--- config.mk ---
export PLATFORM = sky130hd
export DESIGN_NAME = srsw_alu
export DESIGN_NICKNAME = d
export VERILOG_FILES = /design/src/rtl/assert_macros.svh /design/src/rtl/srsw_pkg.sv /design/src/rtl/srsw_alu.sv
export SDC_FILE = /design/constraint.sdc
export NUM_CORES = 1
export LEC_CHECK = 0
export ABC_AREA = 0
export BUFFER_PORTS_ARGS = -buffer_cell sky130_fd_sc_hd__buf_2
export CORE_MARGIN = 5
export CORE_UTILIZATION = 49
export DETAILED_ROUTE_END_ITERATION = 12
export GPL_ROUTABILITY_DRIVEN = 1
export PLACE_DENSITY = 0.84
export SLEW_MARGIN = 25
export SYNTH_ARGS = -nofsm -noshare
export SYNTH_HDL_FRONTEND = slang
export SYNTH_SLANG_ARGS = --single-unit
export TNS_END_PERCENT = 100
--- constraint.sdc ---
create_clock -name vclk -period 2
set_input_delay 0.1 -clock vclk [all_inputs]
set_output_delay 0.1 -clock vclk [all_outputs]
set_load 0.01 [all_outputs]
--- src/rtl/assert_macros.svh ---
// Assertion macros used by srsw_seq.
`ifndef ASSERT_MACROS_SVH
`define ASSERT_MACROS_SVH

// Condition that must hold at every clock edge outside reset.
`define SRSW_ASSERT(lbl, cond, msg) \
  lbl: assert property (@(posedge clk_i) disable iff (!rst_ni) (cond)) else $error(msg);

// Implication checked in the same cycle.
`define SRSW_ASSERT_IMPL(lbl, ante, cons, msg) \
  lbl: assert property (@(posedge clk_i) disable iff (!rst_ni) (ante) |-> (cons)) \
    else $error(msg);

`endif

--- src/rtl/srsw_pkg.sv ---
package srsw_pkg;

  localparam int CntW  = 13;
  localparam int PageW = 12;
  localparam int LimW  = 7;

  localparam logic [1:0] CfgPageCount  = 2'd0;
  localparam logic [1:0] CfgBurstLimit = 2'd1;

  localparam logic ReqBurst = 1'b0;
  localparam logic ReqAck   = 1'b1;

  localparam logic [1:0] AckOther = 2'd0;
  localparam logic [1:0] AckPage  = 2'd1;
  localparam logic [1:0] AckEot   = 2'd2;

  typedef struct packed {
    logic             req_type;
    logic [1:0]       ack_kind;
    logic [PageW-1:0] ack_page;
  } in_t;

  typedef struct packed {
    logic [PageW-1:0] send_page;
    logic             send_valid;
    logic             last_in_run;
    logic [CntW-1:0]  contiguous_acked;
    logic [CntW-1:0]  pages_remaining;
    logic             transfer_done;
    logic             eot_seen;
  } out_t;

  typedef struct packed {
    logic [CntW-1:0] page_count;
    logic [LimW-1:0] burst_lim;
    logic            pc_wr;
    logic [CntW-1:0] pc_wdata;
  } cfg_t;

  typedef enum logic {
    AluInc,
    AluDec
  } alu_op_e;

  typedef struct packed {
    alu_op_e         op;
    logic [CntW-1:0] a;
    logic [CntW-1:0] b;
  } alu_req_t;

  typedef struct packed {
    logic [CntW-1:0] res;
    logic            lt;
  } alu_rsp_t;

endpackage

--- src/rtl/srsw_alu.sv ---
module srsw_alu (
  input  srsw_pkg::alu_req_t req_i,
  output srsw_pkg::alu_rsp_t rsp_o
);

  logic [srsw_pkg::CntW-1:0] step;

  always_comb begin
    unique case (req_i.op)
      srsw_pkg::AluInc: step = srsw_pkg::CntW'(1);
      srsw_pkg::AluDec: step = '1;
      default:          step = srsw_pkg::CntW'(1);
    endcase
    rsp_o.res = req_i.a + step;
    rsp_o.lt  = (req_i.a < req_i.b);
  end

endmodule

==> impl_metrics.tcl, run 1 <==
set metrics [dict create \
    status "complete, no violations" \
    die_h_um 51.4 \
    hold_path_depth 3 \
    rsz0062_at_grt "false" \
    power.density_mw_per_mm2 341 \
    cts_setup_buffers 0 \
    hold_path.class "in2out" \
    tightestPinTransition_ps 348 \
    hold_buffers 0 \
    ant_nets 0 \
    multi_input_comb_area_um2 826 \
    gpl.final_weighted_congestion 0.919 \
    via_per_inst 5.57 \
    endpoint_kind "output port" \
    syn2layout_area_growth_pct 38.3 \
    fin_crit_sh_pct 94.3 \
    timing.final.hold_violations 0 \
    critPathMaxFanout 7 \
    drv_cap 0 \
    start_util_pct 50.3 \
    top_layer "met3" \
    grt_first_pass_wirelength_mm 3.95 \
    worstPathRequired_ps 1900 \
    seq_cell_count 0 \
    grt_use_total_pct 18.3 \
    power_mw 0.396 \
    drc 0 \
    grt-ovfl-total 0 \
    hpwl_mm 2.10 \
    diodes 0 \
    filler_cell_count 149 \
    wl_met1_um 992 \
    dr_wl_met3_um 133 \
    fin_crit_ps 1890 \
    vias 1002 \
    dr.pass1.iters 4 \
    regArea_um2 0 \
    grt_max_degree 8 \
    die_w_um 51.4 \
    routed-wl-met2_mm 1.29 \
    crit_path_start_kind "primary input" \
    drive_gt1_share_pct 36.8 \
    antenna_found_initial 0 \
    setup.worst_path.class "in2out" \
    fin_tns_setup_ps 0 \
    dieArea_mm2 0.00264 \
    nNetsFinal 216 \
    row_count 15 \
    grt_pass1_vias 1008 \
    drv_slew 0 \
    coreArea_mm2 0.00167 \
    io_pins 41 \
    avgSynthCellArea_um2 7.36 \
    ys_types 26 \
    drt_wl_total_mm 2.41 \
    seq_area_frac_synth_pct 0 \
    syn_nets 165 \
    slew_headroom_pct 76.7 \
    worst_ep_arrival_time_ps 1790 \
    portBuffers 41 \
    synth_warnings 0 \
    max_freq_ghz 0.530 \
    drtIter0Drc 12 \
    setup_viol 0 \
    route.detailed.wl_per_inst_um 13.4 \
    num-clock-buffers 0 \
    p_leak_nw 0.674 \
    vdd_drop_max_mv 0.226 \
    syn_inst 114 \
    final_util_pct 69.5 \
    synth_area_um2 840 \
]
[worst paths after layout]
| kind | to | start | slack [ps] |
|---|---|---|---|
| min | rsp_o[1] | req_i[13] | 500 |
| max | rsp_o[13] | req_i[26] | 110 |
[repair_timing]
item                                    CTS  global route
gates resized for setup                   0             9
endpoints found under the hold margin     0             0
endpoints found under the setup margin    0             3
[placed cells by master (no fill, tap or decap), types with 2 or more instances in the layout]
cell type  instances
a21oi_1           13
nand2_1            9
a21o_1             9
buf_4              8
o21ai_0            2
buf_2             41
xnor2_1            8
inv_1             13
nand4_1            4
ha_1              22
xor2_1             3
nand3_1            2
nor2_1             8
[routing by layer]
layer	global-route usage [%]	up-vias
met5	0	-
met2	38.1	33
met4	1.75	0
met3	0.875	0
li1	-	518
met1	20.3	451
[synth_stat cells]
library cell / instances / area [um2]
xnor2_1: 8 / 70.1
and4_2: 1 / 10.0
inv_1: 13 / 48.8
nand2_1: 9 / 33.8
a311oi_1: 2 / 17.5
nor2_1: 8 / 30.0
nand4_1: 4 / 25.0
a21o_1: 9 / 67.6
and3_1: 1 / 6.26
nor3_1: 2 / 10.0
o221ai_1: 1 / 8.76
a21oi_1: 14 / 70.1
o211ai_1: 1 / 7.51
nand2b_1: 1 / 6.26
a211oi_1: 1 / 7.51
and3_2: 1 / 7.51
fa_1: 1 / 20.0
ha_1: 23 / 288
a21o_2: 1 / 8.76
o21ai_0: 4 / 20.0
a2111oi_0: 1 / 8.76
nand3_1: 2 / 10.0
a31o_2: 1 / 8.76
xor2_1: 3 / 26.3
or3_1: 1 / 6.26
o41ai_2: 1 / 16.3
[cells by family after synthesis]
kind of cell,after synthesis,synth area share [%]
AO/OA/AOI/OAI,36,28.8
AND/OR/NAND/NOR,30,17.3
adder cells (fa/ha/maj),24,36.7
buffers and inverters,13,5.81
XOR/XNOR,11,11.5
[report_power, final]
group | total (mW) | switching (mW) | internal, mW | leakage (nW)
clock | 0 | 0 | 0 | 0
combinational | 0.396 | 0.206 | 0.190 | 0.674
sequential | 0 | 0 | 0 | 0
[through the flow]
step | instance area [um2] | setup WS (ps) | instances | hold WS [ps]
after global placement | 1130 | 61.7 | 180 | 481
after floorplan | 840 | 316 | 114 | 244
after global routing | 1160 | 8.89 | 180 | 516
after CTS | 1130 | 10.3 | 180 | 495
final | 1160 | 114 | 180 | 495
after detailed placement | 1130 | 18.8 | 180 | 495
[critical path: stages]
cell and delay [ps]:
buf_2 170, buf_4 190, ha_1 350, a21o_1 200
a21oi_1 210, nand2_1 90, o221ai_1 190, xnor2_1 150
buf_2 150
[layout make-up]
cell class / instances / area share [%]
inverters: 13 / 4.20
multi-input cells: 101 / 71.1
well taps: 17 / 1.83
repair buffers: 49 / 22.8
Note: power is estimated with default switching activity, not from simulation.
==> inputs of run 2 (changes only) <==
Settings changed: CORE_ASPECT_RATIO set to 1.25, MAX_ROUTING_LAYER set to met4.
==> impl_metrics.tcl, run 2 (same netlist as run 1, synthesis figures left out) <==
set metrics [dict create \
    status "complete, no violations" \
    fin_crit_ps 1930 \
    dp.cells 180 \
    seq_cell_count 0 \
    vdd_drop_max_mv 0.240 \
    dr.pass1.iters 4 \
    fin_tns_setup_ps 0 \
    vias 1033 \
    hold_buffers 0 \
    nNetsFinal 215 \
    slew_headroom_pct 76.7 \
    via_per_inst 5.74 \
    drv_slew 0 \
    grt_use_total_pct 19.1 \
    diodes 0 \
    grt_max_degree 8 \
    hold-worst-slack_ps 504 \
    timing.final.hold_violations 0 \
    grt_first_pass_wirelength_mm 3.99 \
    route.detailed.wl_per_inst_um 13.8 \
    most-common-layout-cells "41 x buf_2, 22 x ha_1, 14 x a21oi_1" \
    io_pins 41 \
    die_w_um 47.0 \
    antenna_found_initial 0 \
    max_freq_ghz 0.518 \
    setup.worst_path.class "in2out" \
    row_count 16 \
    drv_cap 0 \
    num-clock-buffers 0 \
    power.density_mw_per_mm2 345 \
    fin_crit_sh_pct 96.5 \
    dieArea_mm2 0.00265 \
    critPathMaxFanout 7 \
    coreArea_mm2 0.00160 \
    start_util_pct 52.4 \
    drive_gt1_share_pct 36.4 \
    power_mw 0.400 \
    grt-ovfl-total 0 \
    layout_commonest_cell "buf_2" \
    hpwl_mm 2.14 \
    portBuffers 41 \
    worst_ep_arrival_time_ps 1830 \
    ant_nets 0 \
    crit_path_start_kind "primary input" \
    endpoint_kind "output port" \
    final_cells 180 \
    final_util_pct 72.3 \
    drc 0 \
    regArea_um2 0 \
    worstPathRequired_ps 1900 \
    hold_path.class "in2out" \
    tightestPinTransition_ps 348 \
    gpl.final_weighted_congestion 1.00 \
    setup_viol 0 \
    min-delay-start "req_i[13]" \
    drt_wl_total_mm 2.49 \
    die_h_um 56.3 \
    grt_pass1_vias 1013 \
    p_leak_nw 0.670 \
    syn2layout_area_growth_pct 38.0 \
    drtIter0Drc 17 \
    crit_start "req_i[26]" \
]
==> run 2: changes by cell type in the layout (fill, tap and decap cells not counted), sizes merged <==
cell,previous run,this run
buf,49,48
==> run 2: metal layers <==
layer / vias to the layer above / global-route usage, % / part of all wire [%]
li1: 520 / - / -
met2: 47 / 34.2 / 52
met1: 460 / 22.9 / 38
met3: 6 / 0.958 / 7.5
met5: - / - / 0
met4: 0 / 3.16 / 2.9
==> run 2: stage by stage <==
step	worst slack (ps)	area (um2)
floorplan	316	840
global placement	61.5	1120
detailed placement	3.77	1120
CTS	9.63	1120
global route	-16.4	1160
finish	69.1	1160
==> run 2: worst paths after layout <==
path / cells past startpoint / slack, ps / end
max: 8 / 70 / rsp_o[13]
min: 3 / 500 / rsp_o[1]
==> run 2: repair_timing <==
action	CTS	global route
setup endpoints to repair	1	3
setup buffers	0	0
gates resized for setup	1	8
pin swaps	0	1
==> run 2: power by group <==
group | internal [mW] | switching (mW) | leakage, nW | total [mW]
Clock | 0 | 0 | 0 | 0
Combinational | 0.189 | 0.211 | 0.670 | 0.400
Sequential | 0 | 0 | 0 | 0
Total | 0.189 | 0.211 | 0.670 | 0.400
==> run 2: worst max-delay path, cell delays in order <==
cell	delay, ps
buf_2	160
buf_4	190
ha_1	350
nand2_1	130
nor3_2	360
o221ai_2	190
xnor2_1	200
buf_2	160
==> run 2: area by class of cell <==
type / count / area (um2)
timing repair buffer: 48 / 258
fill: 149 / 443
inverter: 13 / 48.8
tap: 18 / 22.5
multi-input combinational: 101 / 830
==> inputs of run 3 (changes only) <==
==> constraint.sdc (replaced) <==
create_clock -name vclk -period 2
set_input_delay 0.4 -clock vclk [all_inputs]
set_output_delay 0.4 -clock vclk [all_outputs]
set_load 0.01 [all_outputs]
==> impl_metrics.tcl, run 3 <==
set metrics [dict create \
    start_util_pct 52.4 \
    hpwl_mm 2.46 \
    gpl.final_weighted_congestion 0.965 \
    die_h_um 56.3 \
    synth_top_area_cell "ha_1" \
    avgSynthCellArea_um2 7.36 \
    place_area_mm2 0.00137 \
    synth_top_area_share_pct 34.3 \
    syn_inst 114 \
    portBuffers 41 \
    synth_area_leaders "ha_1 34%, a21oi_1 8.3%, xnor2_1 8.3%" \
    syn_nets 165 \
    hold_buffers 0 \
    ys_types 26 \
    synth.most_common_cell "ha_1" \
    synthTopCellsByCount "23 x ha_1, 14 x a21oi_1, 13 x inv_1" \
    die_w_um 47.0 \
    row_count 16 \
    io_pins 41 \
    cts_resized 38 \
    cts_setup_buffers 5 \
    tool.error "[ERROR DPL-0033] detailed placement checks failed during check placement." \
    synth_warnings 0 \
    status "did not finish" \
    seq_area_frac_synth_pct 0 \
    synth_area_um2 840 \
    stop_stage "clock tree synthesis (4_1_cts)" \
]
-- run 3: kinds of logic after synthesis --
kind of cell | count (synthesis) | share of synthesized area, %
xor gates and xnor gates | 11 | 11.5
adders and majority gates | 24 | 36.7
buffers and inverters | 13 | 5.81
AOI/OAI and AO/OA | 36 | 28.8
and+or+nand+nor | 30 | 17.3
-- run 3: through the flow --
step	util (%)	instances	hold WS [ps]	setup slack (ps)
3_5_place_dp	85.5	207	1180	-418
3_3_place_gp	85.5	207	1180	-351
2_1_floorplan	-	114	844	-100
==> inputs of run 4 (changes only) <==
Settings changed: CORE_AREA set to 5 5 66 68, CORE_ASPECT_RATIO 1.25 to unset, CORE_MARGIN 5 to unset, CORE_UTILIZATION 49 to unset, DIE_AREA set to 0 0 71 73, MAX_ROUTING_LAYER met4 to unset, PLACE_DENSITY 0.84 to unset, PLACE_DENSITY_LB_ADDON set to 0.15.
==> impl_metrics.tcl, run 4 (same netlist as run 1, synthesis figures left out) <==
set metrics [dict create \
    num-clock-buffers 0 \
    max_freq_ghz 0.427 \
    route.detailed.wl_per_inst_um 12.5 \
    crit_start "req_i[13]" \
    crit_chain "buf_8 -> fa_2 -> a21o_1 -> a311oi_2 -> nor3_2 -> o41ai_2 -> xnor2_1 -> buf_2" \
    drc 0 \
    rsz0062_at_grt "true" \
    vdd_drop_max_mv 0.0862 \
    violations "setup timing" \
    power_mw 0.561 \
    layout_commonest_cell "buf_2" \
    dieArea_mm2 0.00518 \
    regArea_um2 0 \
    grt_first_pass_wirelength_mm 4.96 \
    p_int_mw 0.303 \
    worst_slack_ps -341 \
    worstPathRequired_ps 1600 \
    p_leak_nw 0.871 \
    dr.pass1.iters 4 \
    final_util_pct 45.4 \
    filler_cell_count 386 \
    portBuffers 41 \
    antenna_found_initial 0 \
    diodes 0 \
    path_buf_inv 2 \
    combPwrFrac_pct 100.0 \
    place_area_mm2 0.00141 \
    multi_input_comb_area_mm2 0.00104 \
    cp_top_family "compound AO/OA/AOI/OAI gates" \
    hold_buffers 0 \
    grt_max_degree 8 \
    gpl.final_weighted_congestion 0.806 \
    whs_endpoint "rsp_o[1]" \
    die_h_um 73 \
    drv_cap 0 \
    endpoint_kind "output port" \
    fin_tns_setup_ps -2110 \
    timing.final.hold_violations 0 \
    drv_slew 0 \
    grt-ovfl-total 0 \
    critPathMaxStageDelay_ps 380 \
    drt_wl_total_mm 3.07 \
    nNetsFinal 249 \
    vias 1124 \
    syn2layout_area_growth_pct 105 \
    slew_headroom_pct 78.8 \
    power.density_mw_per_mm2 325 \
    stdcell_area_mm2 0.00172 \
    setup.worst_path.class "in2out" \
    critPathMaxFanout 3 \
    start_util_pct 22.1 \
    min-delay-start "req_i[13]" \
    status "finished with violations" \
    grt_use_total_pct 11.2 \
    grt_pass1_vias 1175 \
    power.share.switching_pct 46.0 \
    hold_path.class "in2out" \
    most-common-layout-cells "37 x buf_2, 35 x buf_4, 13 x inv_1" \
    coreArea_mm2 0.00380 \
    hpwl_mm 2.41 \
    pwr-share-seq_pct 0 \
    pwr-share-clk_pct 0 \
    hold-worst-slack_ps 1150 \
    die_w_um 71 \
    via_per_inst 4.57 \
    final_cells 246 \
    io_pins 41 \
    hold_path_depth 4 \
    dp_slack_ps -444 \
    slowest_stage "fa_2" \
    ant_nets 0 \
    tightestPinTransition_ps 316 \
    setup_viol 10 \
    fin_crit_ps 2340 \
    fin_crit_sh_pct 117 \
    p_switching_mw 0.258 \
    worst_ep_arrival_time_ps 1940 \
    dp.cells 239 \
    drive_gt1_share_pct 60.7 \
    drtIter0Drc 20 \
    crit_path_start_kind "primary input" \
    row_count 23 \
    seq_cell_count 0 \
]
-- run 4: worst max path at each step --
stage	slack [ps]	cells past startpoint	to
after global routing	-390	8	rsp_o[11]
final	-340	8	rsp_o[11]
after CTS	-350	8	rsp_o[11]
after detailed placement	-440	8	rsp_o[11]
after global placement	-420	9	rsp_o[12]
after floorplan	-100	6	rsp_o[11]
-- run 4: timing repair --
action | 4_1_cts | 5_1_grt
gates resized for setup | 34 | 15
setup buffers | 7 | 2
endpoints found under the hold margin | 0 | 0
endpoints found under the setup margin | 11 | 11
pin swaps | 24 | 9
gates cloned | 0 | 0
-- run 4: power by group through the flow --
stage	combinational, mW	clock, mW	sequential (mW)
finish	0.561	0	0
global route	0.616	0	0
CTS	0.530	0	0
detailed placement	0.459	0	0
global placement	0.453	0	0
floorplan	0.253	0	0
-- run 4: layer usage --
layer,part of all wire (%),GRT usage [%]
met1,42,13.2
met2,56,23.6
met5,0,0
met4,0,0
met3,2.2,0.413
-- run 4: cell type report --
type | count | area share, %
inverters | 13 | 2.83
multi-input cells | 101 | 60.3
well taps | 50 | 3.63
repair buffers | 82 | 33.2
-- run 4: worst min-delay path: stages --
cell and delay, ps:
buf_8 70, buf_4 100, inv_1 30, buf_2 140
