File: src/rtl/assert_macros.svh
// Assertion macros used by srsw_seq.
`ifndef ASSERT_MACROS_SVH
`define ASSERT_MACROS_SVH

// Condition that must hold at every clock edge outside reset.
`define SRSW_ASSERT(lbl, cond, msg) \
  lbl: assert property (@(posedge clk_i) disable iff (!rst_ni) (cond)) else $error(msg);

// Implication checked in the same cycle.
`define SRSW_ASSERT_IMPL(lbl, ante, cons, msg) \
  lbl: assert property (@(posedge clk_i) disable iff (!rst_ni) (ante) |-> (cons)) \
    else $error(msg);

`endif

File: src/rtl/srsw_pkg.sv
package srsw_pkg;

  localparam int CntW  = 13;
  localparam int PageW = 12;
  localparam int LimW  = 7;

  localparam logic [1:0] CfgPageCount  = 2'd0;
  localparam logic [1:0] CfgBurstLimit = 2'd1;

  localparam logic ReqBurst = 1'b0;
  localparam logic ReqAck   = 1'b1;

  localparam logic [1:0] AckOther = 2'd0;
  localparam logic [1:0] AckPage  = 2'd1;
  localparam logic [1:0] AckEot   = 2'd2;

  typedef struct packed {
    logic             req_type;
    logic [1:0]       ack_kind;
    logic [PageW-1:0] ack_page;
  } in_t;

  typedef struct packed {
    logic [PageW-1:0] send_page;
    logic             send_valid;
    logic             last_in_run;
    logic [CntW-1:0]  contiguous_acked;
    logic [CntW-1:0]  pages_remaining;
    logic             transfer_done;
    logic             eot_seen;
  } out_t;

  typedef struct packed {
    logic [CntW-1:0] page_count;
    logic [LimW-1:0] burst_lim;
    logic            pc_wr;
    logic [CntW-1:0] pc_wdata;
  } cfg_t;

  typedef enum logic {
    AluInc,
    AluDec
  } alu_op_e;

  typedef struct packed {
    alu_op_e         op;
    logic [CntW-1:0] a;
    logic [CntW-1:0] b;
  } alu_req_t;

  typedef struct packed {
    logic [CntW-1:0] res;
    logic            lt;
  } alu_rsp_t;

endpackage

File: src/rtl/srsw_seq.sv
`include "assert_macros.svh"

module srsw_seq #(
  parameter int MAX_PAGES = 4096,
  localparam int AW = (MAX_PAGES > 1) ? $clog2(MAX_PAGES) : 1
) (
  input  logic               clk_i,
  input  logic               rst_ni,
  input  srsw_pkg::cfg_t     cfg_i,
  input  logic               in_valid_i,
  output logic               in_ready_o,
  input  srsw_pkg::in_t      in_i,
  output logic               out_valid_o,
  input  logic               out_ready_i,
  output srsw_pkg::out_t     out_o,
  output srsw_pkg::alu_req_t alu_req_o,
  input  srsw_pkg::alu_rsp_t alu_rsp_i,
  output logic               ram_we_o,
  output logic [AW-1:0]      ram_waddr_o,
  output logic               ram_wdata_o,
  output logic               ram_re_o,
  output logic [AW-1:0]      ram_raddr_o,
  input  logic               ram_rdata_i
);

  typedef enum logic [3:0] {
    StClear,
    StIdle,
    StAckRange,
    StAckRd,
    StScanCmp,
    StScanRd,
    StAckOut,
    StBInit,
    StBCmp,
    StBRd,
    StBEnd
  } state_e;

  localparam logic [AW-1:0] ClrLast = AW'(MAX_PAGES - 1);

  state_e                     state_q;
  logic [AW-1:0]              clr_q;
  logic [srsw_pkg::CntW-1:0]  ptr_q;
  logic [srsw_pkg::CntW-1:0]  remaining_q;
  logic                       eot_q;
  logic [srsw_pkg::CntW-1:0]  scan_q;
  logic [srsw_pkg::LimW-1:0]  left_q;
  logic [srsw_pkg::PageW-1:0] pend_q;
  logic                       pend_v_q;
  srsw_pkg::in_t              item_q;
  logic                       out_valid_q;
  srsw_pkg::out_t             out_q;

  logic           out_free;
  logic           out_load;
  srsw_pkg::out_t res_stat;
  srsw_pkg::out_t res_mid;
  srsw_pkg::out_t res_last;

  assign out_free    = !out_valid_q || out_ready_i;
  assign in_ready_o  = (state_q == StIdle) && !cfg_i.pc_wr;
  assign out_valid_o = out_valid_q;
  assign out_o       = out_q;
  assign out_load    = !cfg_i.pc_wr && out_free &&
                       ((state_q == StAckOut) || (state_q == StBEnd) ||
                        ((state_q == StBRd) && !ram_rdata_i && pend_v_q));

  always_comb begin
    alu_req_o.op = srsw_pkg::AluInc;
    alu_req_o.a  = ptr_q;
    alu_req_o.b  = cfg_i.page_count;
    unique case (state_q)
      StAckRange: alu_req_o.a = {1'b0, item_q.ack_page};
      StAckRd: begin
        alu_req_o.op = srsw_pkg::AluDec;
        alu_req_o.a  = remaining_q;
      end
      StBInit: begin
        alu_req_o.a = remaining_q;
        alu_req_o.b = {{(srsw_pkg::CntW - srsw_pkg::LimW){1'b0}}, cfg_i.burst_lim};
      end
      StBCmp, StBRd: alu_req_o.a = scan_q;
      default: ;
    endcase
  end

  always_comb begin
    ram_re_o    = alu_rsp_i.lt && ((state_q == StAckRange) || (state_q == StScanCmp) ||
                  ((state_q == StBCmp) && (left_q != '0)));
    ram_raddr_o = AW'(alu_req_o.a);
    ram_we_o    = 1'b0;
    ram_waddr_o = clr_q;
    ram_wdata_o = 1'b0;
    if (state_q == StClear) begin
      ram_we_o = 1'b1;
    end else if ((state_q == StAckRd) && !ram_rdata_i) begin
      ram_we_o    = 1'b1;
      ram_waddr_o = AW'(item_q.ack_page);
      ram_wdata_o = 1'b1;
    end
  end

  always_comb begin
    res_stat.send_page        = '0;
    res_stat.send_valid       = 1'b0;
    res_stat.last_in_run      = 1'b1;
    res_stat.contiguous_acked = ptr_q;
    res_stat.pages_remaining  = remaining_q;
    res_stat.transfer_done    = (remaining_q == '0) && (ptr_q == cfg_i.page_count);
    res_stat.eot_seen         = eot_q;
    res_mid             = res_stat;
    res_mid.send_page   = pend_q;
    res_mid.send_valid  = 1'b1;
    res_mid.last_in_run = 1'b0;
    res_last             = res_mid;
    res_last.last_in_run = 1'b1;
  end

  always_ff @(posedge clk_i or negedge rst_ni) begin
    if (!rst_ni) begin
      state_q     <= StClear;
      clr_q       <= '0;
      ptr_q       <= '0;
      remaining_q <= '0;
      eot_q       <= 1'b0;
      scan_q      <= '0;
      left_q      <= '0;
      pend_v_q    <= 1'b0;
      out_valid_q <= 1'b0;
    end else begin
      if (out_load) begin
        out_valid_q <= 1'b1;
      end else if (out_ready_i) begin
        out_valid_q <= 1'b0;
      end
      if (cfg_i.pc_wr) begin
        state_q     <= StClear;
        clr_q       <= '0;
        ptr_q       <= '0;
        remaining_q <= cfg_i.pc_wdata;
        eot_q       <= 1'b0;
        pend_v_q    <= 1'b0;
      end else begin
        unique case (state_q)
          StClear: begin
            clr_q <= clr_q + AW'(1);
            if (clr_q == ClrLast) begin
              state_q <= StIdle;
            end
          end
          StIdle: begin
            if (in_valid_i) begin
              item_q <= in_i;
              if (in_i.req_type == srsw_pkg::ReqAck) begin
                if (in_i.ack_kind == srsw_pkg::AckPage) begin
                  state_q <= StAckRange;
                end else begin
                  if (in_i.ack_kind == srsw_pkg::AckEot) begin
                    eot_q <= 1'b1;
                  end
                  state_q <= StScanCmp;
                end
              end else begin
                state_q <= StBInit;
              end
            end
          end
          StAckRange: begin
            state_q <= alu_rsp_i.lt ? StAckRd : StScanCmp;
          end
          StAckRd: begin
            if (!ram_rdata_i && (remaining_q != '0)) begin
              remaining_q <= alu_rsp_i.res;
            end
            state_q <= StScanCmp;
          end
          StScanCmp: begin
            state_q <= alu_rsp_i.lt ? StScanRd : StAckOut;
          end
          StScanRd: begin
            if (ram_rdata_i) begin
              ptr_q   <= alu_rsp_i.res;
              state_q <= StScanCmp;
            end else begin
              state_q <= StAckOut;
            end
          end
          StAckOut: begin
            if (out_free) begin
              out_q   <= res_stat;
              state_q <= StIdle;
            end
          end
          StBInit: begin
            left_q  <= alu_rsp_i.lt ? remaining_q[srsw_pkg::LimW-1:0] : cfg_i.burst_lim;
            scan_q  <= ptr_q;
            state_q <= StBCmp;
          end
          StBCmp: begin
            state_q <= (alu_rsp_i.lt && (left_q != '0)) ? StBRd : StBEnd;
          end
          StBRd: begin
            if (ram_rdata_i) begin
              scan_q  <= alu_rsp_i.res;
              state_q <= StBCmp;
            end else if (!pend_v_q || out_free) begin
              if (pend_v_q) begin
                out_q <= res_mid;
              end
              pend_q   <= scan_q[srsw_pkg::PageW-1:0];
              pend_v_q <= 1'b1;
              left_q   <= left_q - srsw_pkg::LimW'(1);
              scan_q   <= alu_rsp_i.res;
              state_q  <= StBCmp;
            end
          end
          StBEnd: begin
            if (out_free) begin
              out_q    <= pend_v_q ? res_last : res_stat;
              pend_v_q <= 1'b0;
              state_q  <= StIdle;
            end
          end
          default: state_q <= StIdle;
        endcase
      end
    end
  end

  `SRSW_ASSERT(a_ptr_bound, ptr_q <= cfg_i.page_count, "contiguous pointer passed page count")
  `SRSW_ASSERT(a_rem_bound, remaining_q <= cfg_i.page_count, "remaining count above page count")
  `SRSW_ASSERT_IMPL(a_idle_no_pend, state_q == StIdle, !pend_v_q, "pending page left after burst")

endmodule

File: config.mk
export PLATFORM = sky130hd
export DESIGN_NAME = srsw_seq
export DESIGN_NICKNAME = d
export VERILOG_FILES = /design/src/rtl/srsw_pkg.sv /design/src/rtl/srsw_seq.sv
export VERILOG_INCLUDE_DIRS = /design/src /design/src/rtl
export SDC_FILE = /design/constraint.sdc
export NUM_CORES = 1
export LEC_CHECK = 0
export BUFFER_PORTS_ARGS = -buffer_cell sky130_fd_sc_hd__buf_2
export CORE_MARGIN = 5
export CORE_UTILIZATION = 57
export DETAILED_ROUTE_END_ITERATION = 8
export GPL_ROUTABILITY_DRIVEN = 0
export GPL_TIMING_DRIVEN = 0
export PLACE_DENSITY = 0.85
export SYNTH_ARGS = -nofsm -noshare
export SYNTH_HDL_FRONTEND = slang
export SYNTH_SLANG_ARGS = --single-unit
File: constraint.sdc
create_clock -name clk_i -period 6.8 [get_ports clk_i]
set_input_delay 2.04 -clock clk_i [delete_from_list [all_inputs] [get_ports clk_i]]
set_output_delay 2.04 -clock clk_i [all_outputs]
set_load 0.01 [all_outputs]
==> results of run 1 <==
==> logic make-up (layout without fill, tap and decap cells) <==
logic type / Yosys count / in the layout / synth area share
multiplexers: 52 / 52 / 0.0845
other: 0 / 1 / 0
AND/OR/NAND/NOR: 205 / 205 / 0.160
buffers and inverters: 54 / 252 / 0.0493
adder cells (fa/ha/maj): 3 / 3 / 0.00580
XOR/XNOR: 23 / 23 / 0.0311
AO/OA/AOI/OAI: 99 / 99 / 0.111
flip-flops: 131 / 131 / 0.558
==> synth_stat cells (all sizes together) (6+ instances only) <==
master | instances | area, um2
mux2 | 21 | 236
dfrtp | 65 | 1630
nor4 | 7 | 58.8
nand4 | 6 | 37.5
xor2 | 15 | 131
nor2 | 61 | 239
o21ai | 24 | 150
nor2b | 7 | 43.8
edfxtp | 66 | 1980
nand3 | 8 | 45.0
nand2b | 7 | 43.8
xnor2 | 8 | 70.1
a21oi | 26 | 156
mux2i | 31 | 310
nand2 | 65 | 244
a222oi | 13 | 130
clkbuf | 13 | 48.8
nor3 | 7 | 40.0
and2 | 18 | 113
a31oi | 14 | 87.6
inv | 10 | 37.5
buf | 31 | 233
==> final timing paths <==
kind	endpoint	slack, ns	start
max in group asynchronous	scan_q[1]	4.51	rst_ni
worst min-delay path	out_o[0]	0.45	eot_q
min in group asynchronous	left_q[3]	1.74	rst_ni
worst max register to register	out_o[1]	4.12	state_q[1]
worst min register to register	out_o[0]	0.45	eot_q
worst max-delay path	in_ready_o	0.88	cfg_i[13]
==> area by class of cell <==
cell class / instances / area (um2)
Tap cell: 143 / 179
Clock inverter: 12 / 143
Timing Repair Buffer: 166 / 851
Antenna cell: 1 / 2.50
Inverter: 10 / 37.5
Multi-Input combinational cell: 382 / 2560
Fill cell: 750 / 3140
Sequential cell: 131 / 3610
Clock buffer: 20 / 468
Buffer: 44 / 282
==> state kept, by name, indices dropped and copies added, names as in the netlist <==
register,count
ptr_q,13
remaining_q,13
pend_v_q,1
state_q,4
left_q,7
clr_q,12
out_valid_o,1
pend_q,12
eot_q,1
scan_q,13
item_q,12
out_o,42
==> cell usage in the layout, fill, tap and decap left out, drive strengths merged, types with 21 or more instances in the layout <==
cell type,netlist,final
a21oi,26,26
buf,31,197
clkbuf,13,33
dfrtp,65,65
edfxtp,66,66
mux2,21,21
mux2i,31,31
nand2,65,65
nor2,61,61
o21ai,24,24
==> metal layers <==
layer,vias up,global-route usage,part of all wire
met5,-,0,0
met4,0,0.198,0.067
met3,111,0.0689,0.12
met2,461,0.466,0.47
met1,2645,0.366,0.35
li1,2418,-,-
==> power groups by stage <==
stage	combinational (mW)	sequential [mW]	clock [mW]
2_1_floorplan	0.375	0.996	0
3_3_place_gp	0.531	1.03	0
3_5_place_dp	0.552	1.04	0
4_1_cts	0.559	1.02	0.938
5_1_grt	0.614	1.04	0.975
6_report	0.569	1.04	0.938
==> critical path, stage by stage <==
cell and delay [ns]:
buf_2 0.22, buf_2 0.36, buf_2 0.38, clkbuf_1 0.57
nor2_1 0.12, buf_2 0.17
==> through the flow <==
step                hold slack, ns  setup TNS, ns  power, mW  setup slack (ns)
detailed placement           0.443              0       1.59             0.954
global route                 0.482              0       2.63             0.848
finish                       0.451              0       2.54             0.884
CTS                          0.457              0       2.52             0.951
global placement             0.442          -7.35       1.56            -0.179
floorplan                    0.426              0       1.37              1.62
==> reports/qor.csv, run 1 <==
stage,metric,value,unit
cts,numCtsBuffers,17,
power,leakage,3.71,nW
cts,post-cts-setup-buffers,0,
cts,clk_pin_slew_worst_paths,0.06,ns
synth,syn_nets,638,
detailed_routing,postRouteAntennaNets,0,
place,dp_hpwl,14.3,mm
detailed_routing,firstDrtPassIters,8,
floorplan,die_h,117,um
timing,report.final.slew_viol_count,0,
synth,postSynthAreaPerCell,11.4,um2
synth,synthesis.area,6470,um2
floorplan,core_area,11300,um2
run,drv_cap,0,
critical_path,critPathCaptureType,output port,
detailed_routing,vias,5635,
global_route,antenna_found_initial,1,
power,ir_drop,171,uV
synth,synthArstFlopShare,0.496,
place,place_area,7510,um2
synth,ys_seq_elements,131,
cells_and_area,layout.nets,823,
floorplan,rows,39,
floorplan,die_w,117,um
synth,synthCells,567,
timing,fmax,0.169,GHz
floorplan,die-area,13600,um2
synth,ys_warn_count,0,
critical_path,rr_worst_depth,6,
detailed_routing,postRouteWirelength,20.0,mm
timing,setup_viol,0,
power,switching_power,0.792,mW
timing,rsz0062_at_grt,no,
detailed_routing,viasPerCell,6.20,
cts,clockBufferDepth,2,
detailed_routing,dr.first_iter.drc_count,700,
global_route,grt_pass1_wl,29.7,mm
timing,skew,0.00945,ns
power,p_int,1.75,mW
power,p_per_area,313,nW/um2
place,place_inst,876,
cells_and_area,layout.cells.non_filler,909,
floorplan,initial_utilization,0.574,
global_route,grt_use_total,0.297,
power,share_comb_of_total_power,0.224,
cts,cts.sink_count,131,
power,p_clk_frac,0.369,
critical_path,worstSetupStartpointType,primary input,
cts,cts_resized,0,
cts,cts_tree,built,
power,seqPwrFrac,0.407,
global_route,gr-total-overflow,0,
cells_and_area,postLayoutCoreUtil,0.722,
critical_path,arrival,3.88,ns
worst_hold_path,hp-class,flop to flop,
detailed_routing,wl_per_cell,22.0,um
synth,synth_sequential_area_ratio,0.558,
run_status,run_status,completed,
cells_and_area,post-route-cell-area,8130,um2
cts,htree_levels,4,
cts,cts-root-buf,clkbuf_16,
worst_hold_path,holdPathStages,0,
timing,worstMarginPinSlew,0.860,ns
global_route,grt_max_degree,68,
cts,clock_latency,0.43,ns
synth,synth_edf_count,66,
cells_and_area,syn_to_final_growth,25.7,%
detailed_routing,drc,0,
critical_path,critical_path_class,primary input to output port,
timing,slew_headroom,0.426,
synth,synth_ff_type,edfxtp_1,
timing,hold_viol_final,0,
place,io_buffers,164,
power,swShare,0.311,
cells_and_area,layout-drive-gt1-share,0.346,
global_route,grt_pass1_vias,5461,
timing,period_share,0.870,
floorplan,ios,166,
critical_path,critPathRequiredTime,4.76,ns
critical_path,critPathMaxFanout,10,
synth,ys_types,59,
cts,postCtsHoldBufs,0,
timing,period_needed,5.92,ns
Power figures use the tool's default switching activity.
==> inputs of run 2 (changes only) <==
CORE_UTILIZATION = 48   (was 57)
PLACE_DENSITY = 0.76   (was 0.85)
clock period = 4.98 ns   (was 6.8 ns; I/O delays follow)
==> reports/qor.csv, run 2 (synthesis gave the netlist of run 1 again) <==
stage,metric,value,unit,change
run_status,run_status,completed,,unchanged
timing,worstMarginPinSlew,0.910,ns,was 0.860 ns
cells_and_area,syn_to_final_growth,26.4,%,was 25.7%
timing,fmax,0.208,GHz,
global_route,antenna_found_initial,0,,was 1
cts,numCtsBuffers,17,,unchanged
timing,period_needed,4.81,ns,
power,ir_drop,225,uV,was 171 uV
floorplan,die-area,15900,um2,was 13600 um2
cts,postCtsHoldBufs,0,,unchanged
detailed_routing,postRouteAntennaNets,0,,unchanged
critical_path,rr_worst_depth,6,,unchanged
timing,report.final.slew_viol_count,0,,unchanged
floorplan,rows,42,,was 39
detailed_routing,drc,0,,unchanged
cts,htree_levels,4,,unchanged
cts,cts-root-buf,clkbuf_16,,unchanged
global_route,grt_max_degree,68,,unchanged
global_route,grt_pass1_wl,29.7,mm,unchanged
timing,setup_viol,0,,unchanged
power,leakage,3.71,nW,about the same
critical_path,reg2reg_to,out_o[14],,was out_o[1]
cells_and_area,layout.nets,823,,unchanged
critical_path,critPathMaxFanout,10,,unchanged
detailed_routing,viasPerCell,5.79,,was 6.20
critical_path,crit_start,cfg_i[13],,unchanged
critical_path,worstSetupStartpointType,primary input,,unchanged
timing,period_share,0.966,,
cells_and_area,multiInputGateArea,2560,um2,unchanged
run,drv_cap,0,,unchanged
floorplan,die_h,126,um,was 117 um
critical_path,critPathCapture,in_ready_o,,unchanged
cells_and_area,nFillCells,1044,,was 750
global_route,grt_pass1_vias,5463,,was 5461
detailed_routing,dr.first_iter.drc_count,747,,was 700
detailed_routing,postRouteWirelength,19.3,mm,was 20.0 mm
place,io_buffers,164,,unchanged
cts,cts_resized,0,,unchanged
floorplan,ios,166,,unchanged
cells_and_area,layout-drive-gt1-share,0.346,,unchanged
cells_and_area,num_antenna_cells,0,,was 1
global_route,grt_use_total,0.240,,was 0.297
floorplan,initial_utilization,0.488,,was 0.574
place,place_inst,909,,was 876
critical_path,timing.rr.start,state_q[1],,unchanged
power,power,3.47,mW,was 2.54 mW
timing,hold_viol_final,0,,unchanged
timing,slew_headroom,0.388,,was 0.426
critical_path,arrival,3.31,ns,was 3.88 ns
cells_and_area,post-route-cell-area,8170,um2,was 8130 um2
global_route,gr-total-overflow,0,,unchanged
critical_path,critical_path_class,primary input to output port,,unchanged
cts,clock_latency,0.42,ns,was 0.43 ns
timing,skew,0.00919,ns,was 0.00945 ns
cts,cts_tree,built,,unchanged
timing,tns,0,ns,unchanged
power,p_per_area,424,nW/um2,was 313 nW/um2
critical_path,critPathCaptureType,output port,,unchanged
critical_path,critPathRequiredTime,3.49,ns,was 4.76 ns
place,dp_hpwl,14.3,mm,about the same
cells_and_area,largest_register_ffs,42,,unchanged
detailed_routing,vias,5448,,was 5635
timing,rsz0062_at_grt,no,,unchanged
timing,finalHoldWorstSlack,0.455,ns,was 0.451 ns
detailed_routing,wl_per_cell,20.5,um,was 22.0 um
cells_and_area,final_common_cell,buf_2,,unchanged
cells_and_area,final_cell_mix,"172 x buf_2, 66 x edfxtp_1, 65 x nand2_1, 65 x dfrtp_1, 59 x nor2_1",,unchanged
cts,clockBufferDepth,2,,unchanged
cts,post-cts-setup-buffers,0,,unchanged
floorplan,die_w,126,um,was 117 um
cts,clk_pin_slew_worst_paths,0.06,ns,about the same
cts,cts.sink_count,131,,unchanged
detailed_routing,firstDrtPassIters,8,,unchanged
cells_and_area,regArea,3610,um2,unchanged
critical_path,reg2reg_slack,2.25,ns,was 4.12 ns
floorplan,core_area,13200,um2,was 11300 um2
cells_and_area,layout.cells.non_filler,941,,was 909
place,place_area,7560,um2,was 7510 um2
worst_hold_path,hp-class,flop to flop,,unchanged
-- run 2: layout make-up --
class	count	share of cell area
inverters	10	0.00459
clock buffers	19	0.0542
clock inverters	13	0.0208
plain buffers	44	0.0344
repair buffers	166	0.104
well taps	176	0.0269
flip-flops and latches	131	0.441
multi-input cells	382	0.313
-- run 2: critical path: stages --
cell      delay [ns]
buf_2           0.20
buf_2           0.35
buf_2           0.38
clkbuf_1        0.55
nor2_1          0.15
buf_2           0.18
-- run 2: how the worst min path moves through the flow --
stage                     startpoint        to  slack, ns  depth (start not counted)
final                          eot_q  out_o[0]       0.45                          0
after global routing           eot_q  out_o[0]       0.47                          0
after CTS                      eot_q  out_o[0]       0.46                          0
after detailed placement       eot_q  out_o[0]       0.45                          0
after global placement         eot_q  out_o[0]       0.44                          0
after floorplan                eot_q  out_o[0]       0.43                          0
-- run 2: metal layers --
layer | global-route usage | up-vias | part of all wire
met4 | 0.125 | 0 | 0.044
li1 | - | 2431 | -
met5 | 0 | - | 0
met1 | 0.307 | 2607 | 0.39
met2 | 0.385 | 342 | 0.48
met3 | 0.0517 | 68 | 0.085
-- run 2: through the flow --
stage | worst slack (ns) | util
after global routing | 0.166 | 0.617
final | 0.172 | 0.617
after detailed placement | 0.230 | 0.571
after CTS | 0.196 | 0.617
after global placement | -1.53 | 0.567
after floorplan | 0.583 | -
-- run 2: where the power goes --
part	switching [mW]	leakage [nW]	internal [mW]
clock	0.488	0.292	0.809
combinational	0.437	1.94	0.332
sequential	0.133	1.48	1.27
